## src/rtl/dset_pkg.sv

```systemverilog
// ---------------------------------------------------------------------------
// dset_pkg
// Shared types and constants for the date sorted entry table: table size,
// operation and status codes, and the command bundle that the controller
// sends to the datapath.
// ---------------------------------------------------------------------------
`default_nettype none

package dset_pkg;

    localparam int TABLE_DEPTH = 64;
    localparam int CNT_W       = $clog2(TABLE_DEPTH + 1);
    localparam int DATE_W      = 32;
    localparam int ID_W        = 16;
    localparam int OUT_CNT_W   = 7;

    typedef enum logic [1:0] {
        MODE_INSERT    = 2'd0,
        MODE_POP_FIRST = 2'd1,
        MODE_POP_LAST  = 2'd2,
        MODE_LOOKUP    = 2'd3
    } mode_t;

    typedef enum logic [1:0] {
        ST_DONE   = 2'd0,
        ST_FULL   = 2'd1,
        ST_EMPTY  = 2'd2,
        ST_ABSENT = 2'd3
    } status_t;

    typedef enum logic [1:0] {
        S_IDLE,
        S_CMP,
        S_APPLY
    } ctrl_state_t;

    // Commands from controller to datapath
    typedef struct packed {
        logic load_req;   // capture the accepted request
        logic compare;    // evaluate all cells against the request
        logic apply;      // update the cells and load the result register
    } dset_cmd_t;

endpackage

`default_nettype wire

```

## src/rtl/dset_ctrl.sv

```systemverilog
// ---------------------------------------------------------------------------
// dset_ctrl
// Controller for the sorted table: sequences compare and apply phases and
// owns both handshakes and the result valid flag.
// ---------------------------------------------------------------------------
`default_nettype none

module dset_ctrl
    import dset_pkg::*;
(
    input  wire logic      clk,
    input  wire logic      rst_n,
    input  wire logic      req_valid,
    output logic           req_stall,
    output logic           rsp_valid,
    input  wire logic      rsp_stall,
    output dset_cmd_t      cmd
);

    ctrl_state_t state_reg;
    ctrl_state_t state_next;
    logic        rsp_valid_reg;
    logic        rsp_valid_next;
    logic        apply_fire;
    logic        accept;

    // Apply only when the result register is free or being emptied
    assign apply_fire = (state_reg == S_APPLY) && (!rsp_valid_reg || !rsp_stall);
    assign req_stall  = !((state_reg == S_IDLE) || apply_fire);
    assign accept     = req_valid && !req_stall;
    assign rsp_valid  = rsp_valid_reg;

    // Next state
    always_comb
    begin
        state_next = state_reg;
        case (state_reg)
            S_IDLE:
            begin
                if (accept)
                    state_next = S_CMP;
            end
            S_CMP:
            begin
                state_next = S_APPLY;
            end
            S_APPLY:
            begin
                if (apply_fire)
                    state_next = accept ? S_CMP : S_IDLE;
            end
            default:
            begin
                state_next = S_IDLE;
            end
        endcase
    end

    // Outputs to the datapath
    always_comb
    begin
        cmd.load_req = accept;
        cmd.compare  = (state_reg == S_CMP);
        cmd.apply    = apply_fire;
    end

    // Result valid: set on apply, drop when taken
    always_comb
    begin
        if (apply_fire)
            rsp_valid_next = 1'b1;
        else if (!rsp_stall)
            rsp_valid_next = 1'b0;
        else
            rsp_valid_next = rsp_valid_reg;
    end

    always_ff @(posedge clk or negedge rst_n)
    begin
        if (!rst_n)
        begin
            state_reg     <= S_IDLE;
            rsp_valid_reg <= 1'b0;
        end
        else
        begin
            state_reg     <= state_next;
            rsp_valid_reg <= rsp_valid_next;
        end
    end

endmodule

`default_nettype wire

```

## config.mk

```make
export PLATFORM = sky130hd
export DESIGN_NAME = dset_ctrl
export DESIGN_NICKNAME = d
export VERILOG_FILES = /design/src/rtl/dset_pkg.sv /design/src/rtl/dset_ctrl.sv
export SDC_FILE = /design/constraint.sdc
export NUM_CORES = 1
export LEC_CHECK = 0
export ABC_AREA = 0
export BUFFER_PORTS_ARGS = -buffer_cell sky130_fd_sc_hd__buf_2
export CORE_AREA = 8 8 45 47
export DETAILED_ROUTE_END_ITERATION = 8
export DIE_AREA = 0 0 53 55
export PLACE_DENSITY = 0.42
export SLEW_MARGIN = 20
export SYNTH_ARGS = -nofsm -noshare
export SYNTH_HDL_FRONTEND = slang
export SYNTH_SLANG_ARGS = --single-unit
```

## constraint.sdc

```tcl
create_clock -name clk -period 1.1 [get_ports clk]
set_input_delay 0.22 -clock clk [delete_from_list [all_inputs] [get_ports clk]]
set_output_delay 0.22 -clock clk [all_outputs]
set_load 0.01 [all_outputs]
```

==> impl_results.md, run 1 <==
* Simple-gate share of the synthesized area at 0.138
* Power, Total at 0.484 mW
* Pint at 0.346 mW
* Complex-gate fraction of the synthesized area at 0.238
* F_max at 772 MHz
* Clock transition at path regs at 0.04 ns
* Core Box Area at 0.00138 mm²
* Avg Vias per Cell at 3.74
* Die Y at 55 µm
* Rel. slew slack at 0.841
* Placer Congestion at 0.714
* Tot GR Track Use at 0.0405
* Outcome: finished with violations
* Share of cells above drive strength 1 at 0.633
* Die width at 53 µm
* Largest register FFs at 2
* Crit Path Category: register to primary output
* CTS max path bufs at 2
* Max Slew Vio Count at 0
* PwrDens at 1650 mW/mm²
* IO Count at 9
* Synth Net Count at 20
* Worst min path class: primary input to register
* Layout fillers at 157
* Mux cell area share after synthesis at 0
* Post-synthesis xor/xnor area fraction at 0
* Fin nets at 35
* Fin crit share at 1.18
* Critical path required time at 0.88 ns
* Starting DRT DRC Count at 0
* Sw Ratio at 0.287
* Final core area utilization at 0.212
* Clock share of power at 0.397
* H-tree depth at 1
* Startpoint class of the critical path: register
* FP Rows at 14
* P_leak at 0.146 nW
* Vias in the first global route at 187
* HP Start: req_valid
* Final Hold Fails at 0
* Die ar. at 0.00292 mm²
* CTS Root Cell: clkbuf_4
* Clk_skew at 0.00179 ns
* Initial DRT Pass Iterations at 1
* Max incr delay on CP at 0.40 ns
* Final wirelength at 527 µm
* Post-DP HPWL at 341 µm
* Clock sink count at 3
* Warnings, synthesis at 0
* Failing checks: negative setup slack
* Proportion of synthesized chip area in sequential cells at 0.462
* CP Launch Point: rsp_valid$_DFFE_PN0P_
* Largest family of logic cells by synthesized area: compound AO/OA/AOI/OAI gates
* Maximum vdd drop at 339 µV
* Slew @ Worst Pin at 0.237 ns
* Synth Area in Adders at 0
* N_diodes at 0
* Count of final setup violators at 4
* CTS tree: yes
* Crit-path cells: a311oi_1 > buf_2
* Sequential share of power at 0.311
* Worst Path Max Fanout at 5
* Cells after Synth at 16
* Cts bufs inserted at 3
* Mapped cell area at 163 µm²
* Starting density of the core at 0.118
* DRT antenna net count at 0
* Clock Latency Late Sink at 0.23 ns
* Worst R2R Start: rsp_valid$_DFFE_PN0P_
* Avg Inst Size Synth at 10.2 µm²
* Post-synth cell types at 10
* Initial antenna violation count at 0
* Most frequent cells in the layout: 7 x buf_2, 3 x clkbuf_4, 3 x buf_4
* Switching pwr at 0.139 mW
* Critical path's slowest cell: dfrtp_1
* Routed length per instance at 11.5 µm
* Most common cell after layout, fill and taps aside: buf_2
* Fin worst setup slack at -0.195 ns
* DRC violations left at 0
* CP arrival at 1.08 ns
* Combinational share of power at 0.292
* # port buffers at 8
* Pre-CTS WS at 0.0197 ns
* Synth Register Bits at 3
* First-pass GRT wire length at 772 µm
* Vias at 172
* Area Overhead vs Synth at 80.8%
* Tmin final at 1.30 ns
* Congestion Overflow GR at 0
* RSZ-0062 raised after global routing: true
* Critical Path Sink Type: primary output
* Largest net degree at the start of global routing at 6
* Max-cap violations at 0
-- cell families after synthesis --
| group | Yosys count |
|---|---|
| compound gates | 5 |
| buf+inv | 4 |
| simple gates | 4 |
| flops | 3 |
-- metal layers --
| metal | GRT usage | part of all wire | up-vias |
|---|---|---|---|
| li1 | - | - | 83 |
| met1 | 0.0274 | 0.36 | 80 |
| met2 | 0.0508 | 0.42 | 9 |
| met3 | 0.0481 | 0.22 | 0 |
| met4 | 0.0517 | 0 | 0 |
| met5 | 0 | 0 | - |
-- through the flow --
step	cells	hold WS [ns]	area [µm²]	TNS, ns
final	46	0.254	294	-0.617
after global routing	46	0.284	294	-0.790
after CTS	44	0.234	260	-0.576
after detailed placement	37	0.0203	200	0
after global placement	37	0.0162	200	0
after floorplan	16	-0.0756	163	0
-- critical path: cells and delay by family, from the launching register on --
kind	cells	cell delay [ns]
flip-flops	1	0.40
AO/OA/AOI/OAI	1	0.26
buffers and inverters	1	0.18
-- final timing paths --
kind / end / slack, ns / depth (start not counted)
setup / recovery: cmd[2] / -0.20 / 2
hold / removal: state_reg[0]$_DFFE_PN0P_ / 0.25 / 3
setup reg to reg: state_reg[0]$_DFFE_PN0P_ / 0.17 / 2
hold reg to reg: state_reg[0]$_DFFE_PN0P_ / 0.52 / 1
max in group asynchronous: state_reg[1]$_DFFE_PN0P_ / 0.66 / 2
min in group asynchronous: state_reg[0]$_DFFE_PN0P_ / 0.32 / 2
-- what timing repair did --
action                                 4_1_cts  5_1_grt
gates resized for setup                      2        4
pin swaps                                    2        0
hold buffers                                 1        0
setup endpoints to repair                    4        4
setup buffers                                2        2
endpoints found under the hold margin        3        0
-- synth_stat cells --
library cell	n	share of area
buf_4	3	0.14
dfrtp_1	3	0.46
a311oi_1	2	0.11
nand2_1	2	0.046
a21oi_1	1	0.031
a31o_1	1	0.054
inv_1	1	0.023
nand2b_1	1	0.038
nor2b_2	1	0.054
o21bai_1	1	0.046
-- power groups by stage --
| stage | Combinational, mW | Sequential (mW) | Clock (mW) |
|---|---|---|---|
| after detailed placement | 0.0796 | 0.149 | 0 |
| after floorplan | 0.0545 | 0.149 | 0 |
| final | 0.141 | 0.151 | 0.192 |
| after global placement | 0.0781 | 0.146 | 0 |
| after CTS | 0.105 | 0.150 | 0.202 |
| after global routing | 0.154 | 0.153 | 0.213 |
-- area by class of cell --
cell class,instances,area [µm²],share of cell area
Inverter,1,3.75,0.0128
Clock buffer,4,26.3,0.0894
Sequential cell,3,76.3,0.260
Timing Repair Buffer,13,90.1,0.306
Multi-Input combinational cell,9,77.6,0.264
Tap cell,16,20.0,0.0681
No activity file was read; power rests on OpenSTA's default activity.
==> run 2, diff against run 1 <==
CTS_BUF_LIST = sky130_fd_sc_hd__clkbuf_4   (was unset)
==> run 2 against run 1 <==
The run still ends with negative setup slack left. Sequential power hardly changed. Worst hold slack about the same. Routed wire length down 2.1%. Combinational power is 16% lower. Power rose by 0.56%. Global-route usage is 0.11 points higher. Final area is 6.4% lower. Die area did not move. Clock-buffer cell count did not move. Non-clock buffer count down 1. Core utilization fell by 1.4 points. Maximum frequency up 0.12%. Critical endpoint unchanged. Largest cell class is now registers.
==> impl_results.md, run 2 (synthesis gave the netlist of run 1 again) <==
* CTS tree: yes
* Fin crit share at 1.18
* Share of cells above drive strength 1 at 0.655
* Clock sink count at 3
* Final core area utilization at 0.199
* HP Start: req_valid
* N_diodes at 0
* R2r worst-path depth at 2
* Startpoint class of the critical path: register
* CTS Root Cell: clkbuf_4
* Slew @ Worst Pin at 0.239 ns
* Tmin final at 1.29 ns
* IO Count at 9
* Starting density of the core at 0.118
* Fin Setup TNS at -0.544 ns
* Final Hold Fails at 0
* Initial DRT Pass Iterations at 1
* Placer Congestion at 0.714
* Crit Path Category: register to primary output
* Avg Vias per Cell at 3.76
* RSZ-0062 raised after global routing: true
* Max-cap violations at 0
* Max Slew Vio Count at 0
* Switching pwr at 0.134 mW
* Count of final setup violators at 4
* Crit-path cells: a311oi_1 > buf_2
* Hold Path Sink: state_reg[0]$_DFFE_PN0P_
* DRT antenna net count at 0
* Reg2reg end: state_reg[0]$_DFFE_PN0P_
* Clk_skew at 0.00161 ns
* Min-Delay Path Depth at 3
* Combinational share of power at 0.245
* Worst min path class: primary input to register
* Layout fillers at 156
* Reg2reg setup slack at 0.17 ns
* Worst hold slack at 0.253 ns
* Non-filler cells in the finished layout at 45
* H-tree depth at 1
* Congestion Overflow GR at 0
* Delay-heaviest family, CP: flip-flops
* Worst R2R Start: rsp_valid$_DFFE_PN0P_
* Die ar. at 0.00292 mm²
* Post-DP HPWL at 341 µm
* DRC violations left at 0
* Fin worst setup slack at -0.194 ns
* Power, Total at 0.487 mW
* CTS max path bufs at 2
* Most common cell after layout, fill and taps aside: buf_2
* Most frequent cells in the layout: 8 x buf_2, 4 x clkbuf_4, 3 x buf_4
* Clock transition at path regs at 0.04 ns
* Outcome: finished with violations
* # port buffers at 8
* Sequential share of power at 0.308
* Crit path depth at 2
* Cts bufs inserted at 3
* Core Box Area at 0.00138 mm²
* Worst Path Max Fanout at 5
* FP Rows at 14
* First-pass GRT wire length at 765 µm
* F_max at 773 MHz
* Max incr delay on CP at 0.40 ns
* Clock share of power at 0.447
* Pint at 0.354 mW
* Critical Path Sink Type: primary output
* Placed instance count at 37
* Routed length per instance at 11.5 µm
* Vias at 169
* Largest net degree at the start of global routing at 6
* Initial antenna violation count at 0
* Die width at 53 µm
* Fin nets at 34
* P_leak at 0.139 nW
* Largest register FFs at 2
* Area Overhead vs Synth at 69.2%
* PwrDens at 1770 mW/mm²
* CP arrival at 1.07 ns
* Starting DRT DRC Count at 0
* Rel. slew slack at 0.840
* Clock Latency Late Sink at 0.23 ns
* Die Y at 55 µm
* Sw Ratio at 0.274
* Critical path's slowest cell: dfrtp_1
* Failing checks: negative setup slack
* Maximum vdd drop at 340 µV
* Final wirelength at 516 µm
* Critical path required time at 0.88 ns
* Tot GR Track Use at 0.0416
* Crit path buffers/inverters at 1
* Vias in the first global route at 183
-- run 2: changes by cell type in the layout (fill, tap and decap cells not counted), sizes merged --
cell  delta
buf      -1
-- run 2: stage by stage --
stage | worst slack (ns) | cell area (µm²)
2_1_floorplan | 0.0258 | 163
3_3_place_gp | 0.0369 | 200
3_5_place_dp | 0.0197 | 200
4_1_cts | -0.208 | 264
5_1_grt | -0.236 | 275
6_report | -0.194 | 275
-- run 2: area by class of cell --
| type | instances | area, µm² | area share |
|---|---|---|---|
| Sequential cell | 3 | 76.3 | 0.277 |
| Tap cell | 16 | 20.0 | 0.0727 |
| Multi-Input combinational cell | 9 | 72.6 | 0.264 |
| Inverter | 1 | 3.75 | 0.0136 |
| Timing Repair Buffer | 12 | 72.6 | 0.264 |
| Clock buffer | 4 | 30.0 | 0.109 |
-- run 2: what timing repair did --
item                                    CTS  global route
hold buffers                              1             0
cloned                                    0             0
endpoints found under the setup margin    4             4
setup buffers                             2             1
endpoints found under the hold margin     3             0
pin swaps                                 2             0
resized for setup                         2             1
-- run 2: routing by layer --
layer | GRT usage | up-vias | routed length [µm] | share of wire
met1 | 0.0274 | 79 | 190 | 0.37
met5 | 0 | - | 0 | 0
li1 | - | 81 | - | -
met4 | 0.0647 | 0 | 0 | 0
met2 | 0.0488 | 9 | 210 | 0.41
met3 | 0.0481 | 0 | 115 | 0.22
-- run 2: power groups by stage --
stage               clock network, mW  logic (mW)  registers (mW)
floorplan                           0      0.0545           0.149
finish                          0.218       0.119           0.150
global placement                    0      0.0781           0.146
global route                    0.239       0.131           0.153
CTS                             0.229       0.105           0.150
detailed placement                  0      0.0796           0.149
-- run 2: worst max-delay path by stage --
stage                           from     end  slack, ns
3_3_place_gp   rsp_valid$_DFFE_PN0P_  cmd[2]       0.04
5_1_grt        rsp_valid$_DFFE_PN0P_  cmd[2]      -0.24
4_1_cts        rsp_valid$_DFFE_PN0P_  cmd[2]      -0.21
3_5_place_dp   rsp_valid$_DFFE_PN0P_  cmd[2]       0.02
2_1_floorplan  rsp_valid$_DFFE_PN0P_  cmd[2]       0.03
6_report       rsp_valid$_DFFE_PN0P_  cmd[2]      -0.19
-- run 2: worst min-delay path, stage by stage --
cell,delay [ns]
buf_2,0.09
inv_1,0.07
a311oi_1,0.05
==> run 3, diff against run 2 <==
MAX_ROUTING_LAYER = met4   (was unset)
==> run 3 against run 2 <==
The run still ends with negative setup slack left. Sequential power is essentially flat. Clock skew is essentially flat. Combinational power is essentially flat. Highest routed layer unchanged. Largest power group unchanged. First-iteration DRC count is the same. Sequential share of layout area is the same. Routed wire length is the same. Final cell count is the same. Sequential cell count is the same. Via count is the same. Power is essentially flat. Critical path type unchanged. Final area is the same.
==> impl_results.md, run 3 (synthesis gave the netlist of run 1 again) <==
* CP Launch Point: rsp_valid$_DFFE_PN0P_
* Max incr delay on CP at 0.40 ns
* Most common cell after layout, fill and taps aside: buf_2
* Fin nets at 34
* Tmin final at 1.29 ns
* Share of cells above drive strength 1 at 0.655
* DRT antenna net count at 0
* Startpoint class of the critical path: register
* Post-DP HPWL at 341 µm
* CTS tree: yes
* H-tree depth at 1
* Rel. slew slack at 0.840
* Vias at 169
* FP Rows at 14
* Clock transition at path regs at 0.04 ns
* Crit Path Category: register to primary output
* Worst Path Max Fanout at 5
* Vias in the first global route at 183
* Crit-path cells: a311oi_1 > buf_2
* Congestion Overflow GR at 0
* Final wirelength at 516 µm
* Critical path's slowest cell: dfrtp_1
* Reg2reg end: state_reg[0]$_DFFE_PN0P_
* Clock sink count at 3
* Initial DRT Pass Iterations at 1
* Most frequent cells in the layout: 8 x buf_2, 4 x clkbuf_4, 3 x buf_4
* Die ar. at 0.00292 mm²
* Tot GR Track Use at 0.0428
* Initial antenna violation count at 0
* Outcome: finished with violations
* Worst Setup EP: cmd[2]
* Worst R2R Start: rsp_valid$_DFFE_PN0P_
* Maximum vdd drop at 340 µV
* Clock Latency Late Sink at 0.23 ns
* DRC violations left at 0
* CP arrival at 1.07 ns
* Slew @ Worst Pin at 0.239 ns
* Fin worst setup slack at -0.194 ns
* CTS Root Cell: clkbuf_4
* Starting DRT DRC Count at 0
* Worst min path class: primary input to register
* Count of final setup violators at 4
* Final Hold Fails at 0
* Critical path required time at 0.88 ns
* Core Box Area at 0.00138 mm²
* IO Count at 9
* Max-cap violations at 0
* Avg Vias per Cell at 3.76
* # port buffers at 8
* Die Y at 55 µm
* Starting density of the core at 0.118
* PwrDens at 1770 mW/mm²
* F_max at 773 MHz
* Cts bufs inserted at 3
* Die width at 53 µm
* Clk_skew at 0.00161 ns
* Critical Path Sink Type: primary output
* Routed length per instance at 11.5 µm
* CTS max path bufs at 2
* Failing checks: negative setup slack
* Placer Congestion at 0.722
* Worst hold slack at 0.253 ns
* R2r worst-path depth at 2
* Area Overhead vs Synth at 69.2%
* Max Slew Vio Count at 0
* Largest net degree at the start of global routing at 6
* First-pass GRT wire length at 765 µm
* N_diodes at 0
* Power, Total at 0.487 mW
* RSZ-0062 raised after global routing: true
* Largest register FFs at 2
* Reg2reg setup slack at 0.17 ns
* P_leak at 0.139 nW
* Fin crit share at 1.18
run 3: worst max-delay path: cells and delay by family (launching register included):
family	cells	cell delay (ns)
AO/OA/AOI/OAI	1	0.26
flip-flops	1	0.40
buffers and inverters	1	0.18
run 3: metal layers:
metal / part of all wire / routed length, µm / GRT usage / up-vias
met5: 0 / 0 / - / -
met4: 0 / 0 / 0.0647 / 0
met3: 0.19 / 99 / 0.0428 / 0
met2: 0.41 / 210 / 0.0488 / 9
met1: 0.40 / 206 / 0.0305 / 79
li1: - / - / - / 81
run 3: worst min-delay path by stage:
stage,start,end,cells past startpoint
floorplan,rst_n,rsp_valid$_DFFE_PN0P_,0
global placement,rst_n,state_reg[0]$_DFFE_PN0P_,1
detailed placement,rst_n,state_reg[0]$_DFFE_PN0P_,1
CTS,req_valid,state_reg[0]$_DFFE_PN0P_,3
global route,req_valid,state_reg[0]$_DFFE_PN0P_,3
finish,req_valid,state_reg[0]$_DFFE_PN0P_,3
run 3: per-stage QoR:
stage	area (µm²)	setup TNS (ns)	instances	util	setup slack (ns)
floorplan	163	0	16	-	0.0258
global placement	200	0	37	0.145	0.0369
detailed placement	200	0	37	0.145	0.0197
CTS	264	-0.583	44	0.191	-0.208
global route	275	-0.741	45	0.199	-0.236
finish	275	-0.545	45	0.199	-0.194
run 3: layout make-up:
cell class / count / area (µm²)
multi-input combinational: 9 / 72.6
clock buffer: 4 / 30.0
inverter: 1 / 3.75
timing repair buffer: 12 / 72.6
sequential: 3 / 76.3
fill: 156 / 1110
tap: 16 / 20.0
run 3: where the power goes:
part	total [mW]	switching (mW)	internal [mW]
registers	0.150	0.0225	0.128
logic	0.119	0.0539	0.0655
clock network	0.218	0.0573	0.161
run 3: what timing repair did:
item | CTS | global route
resized for setup | 2 | 1
pin swaps | 2 | 0
setup buffers | 2 | 1
hold buffers | 1 | 0
endpoints found under the setup margin | 4 | 4
endpoints found under the hold margin | 3 | 0
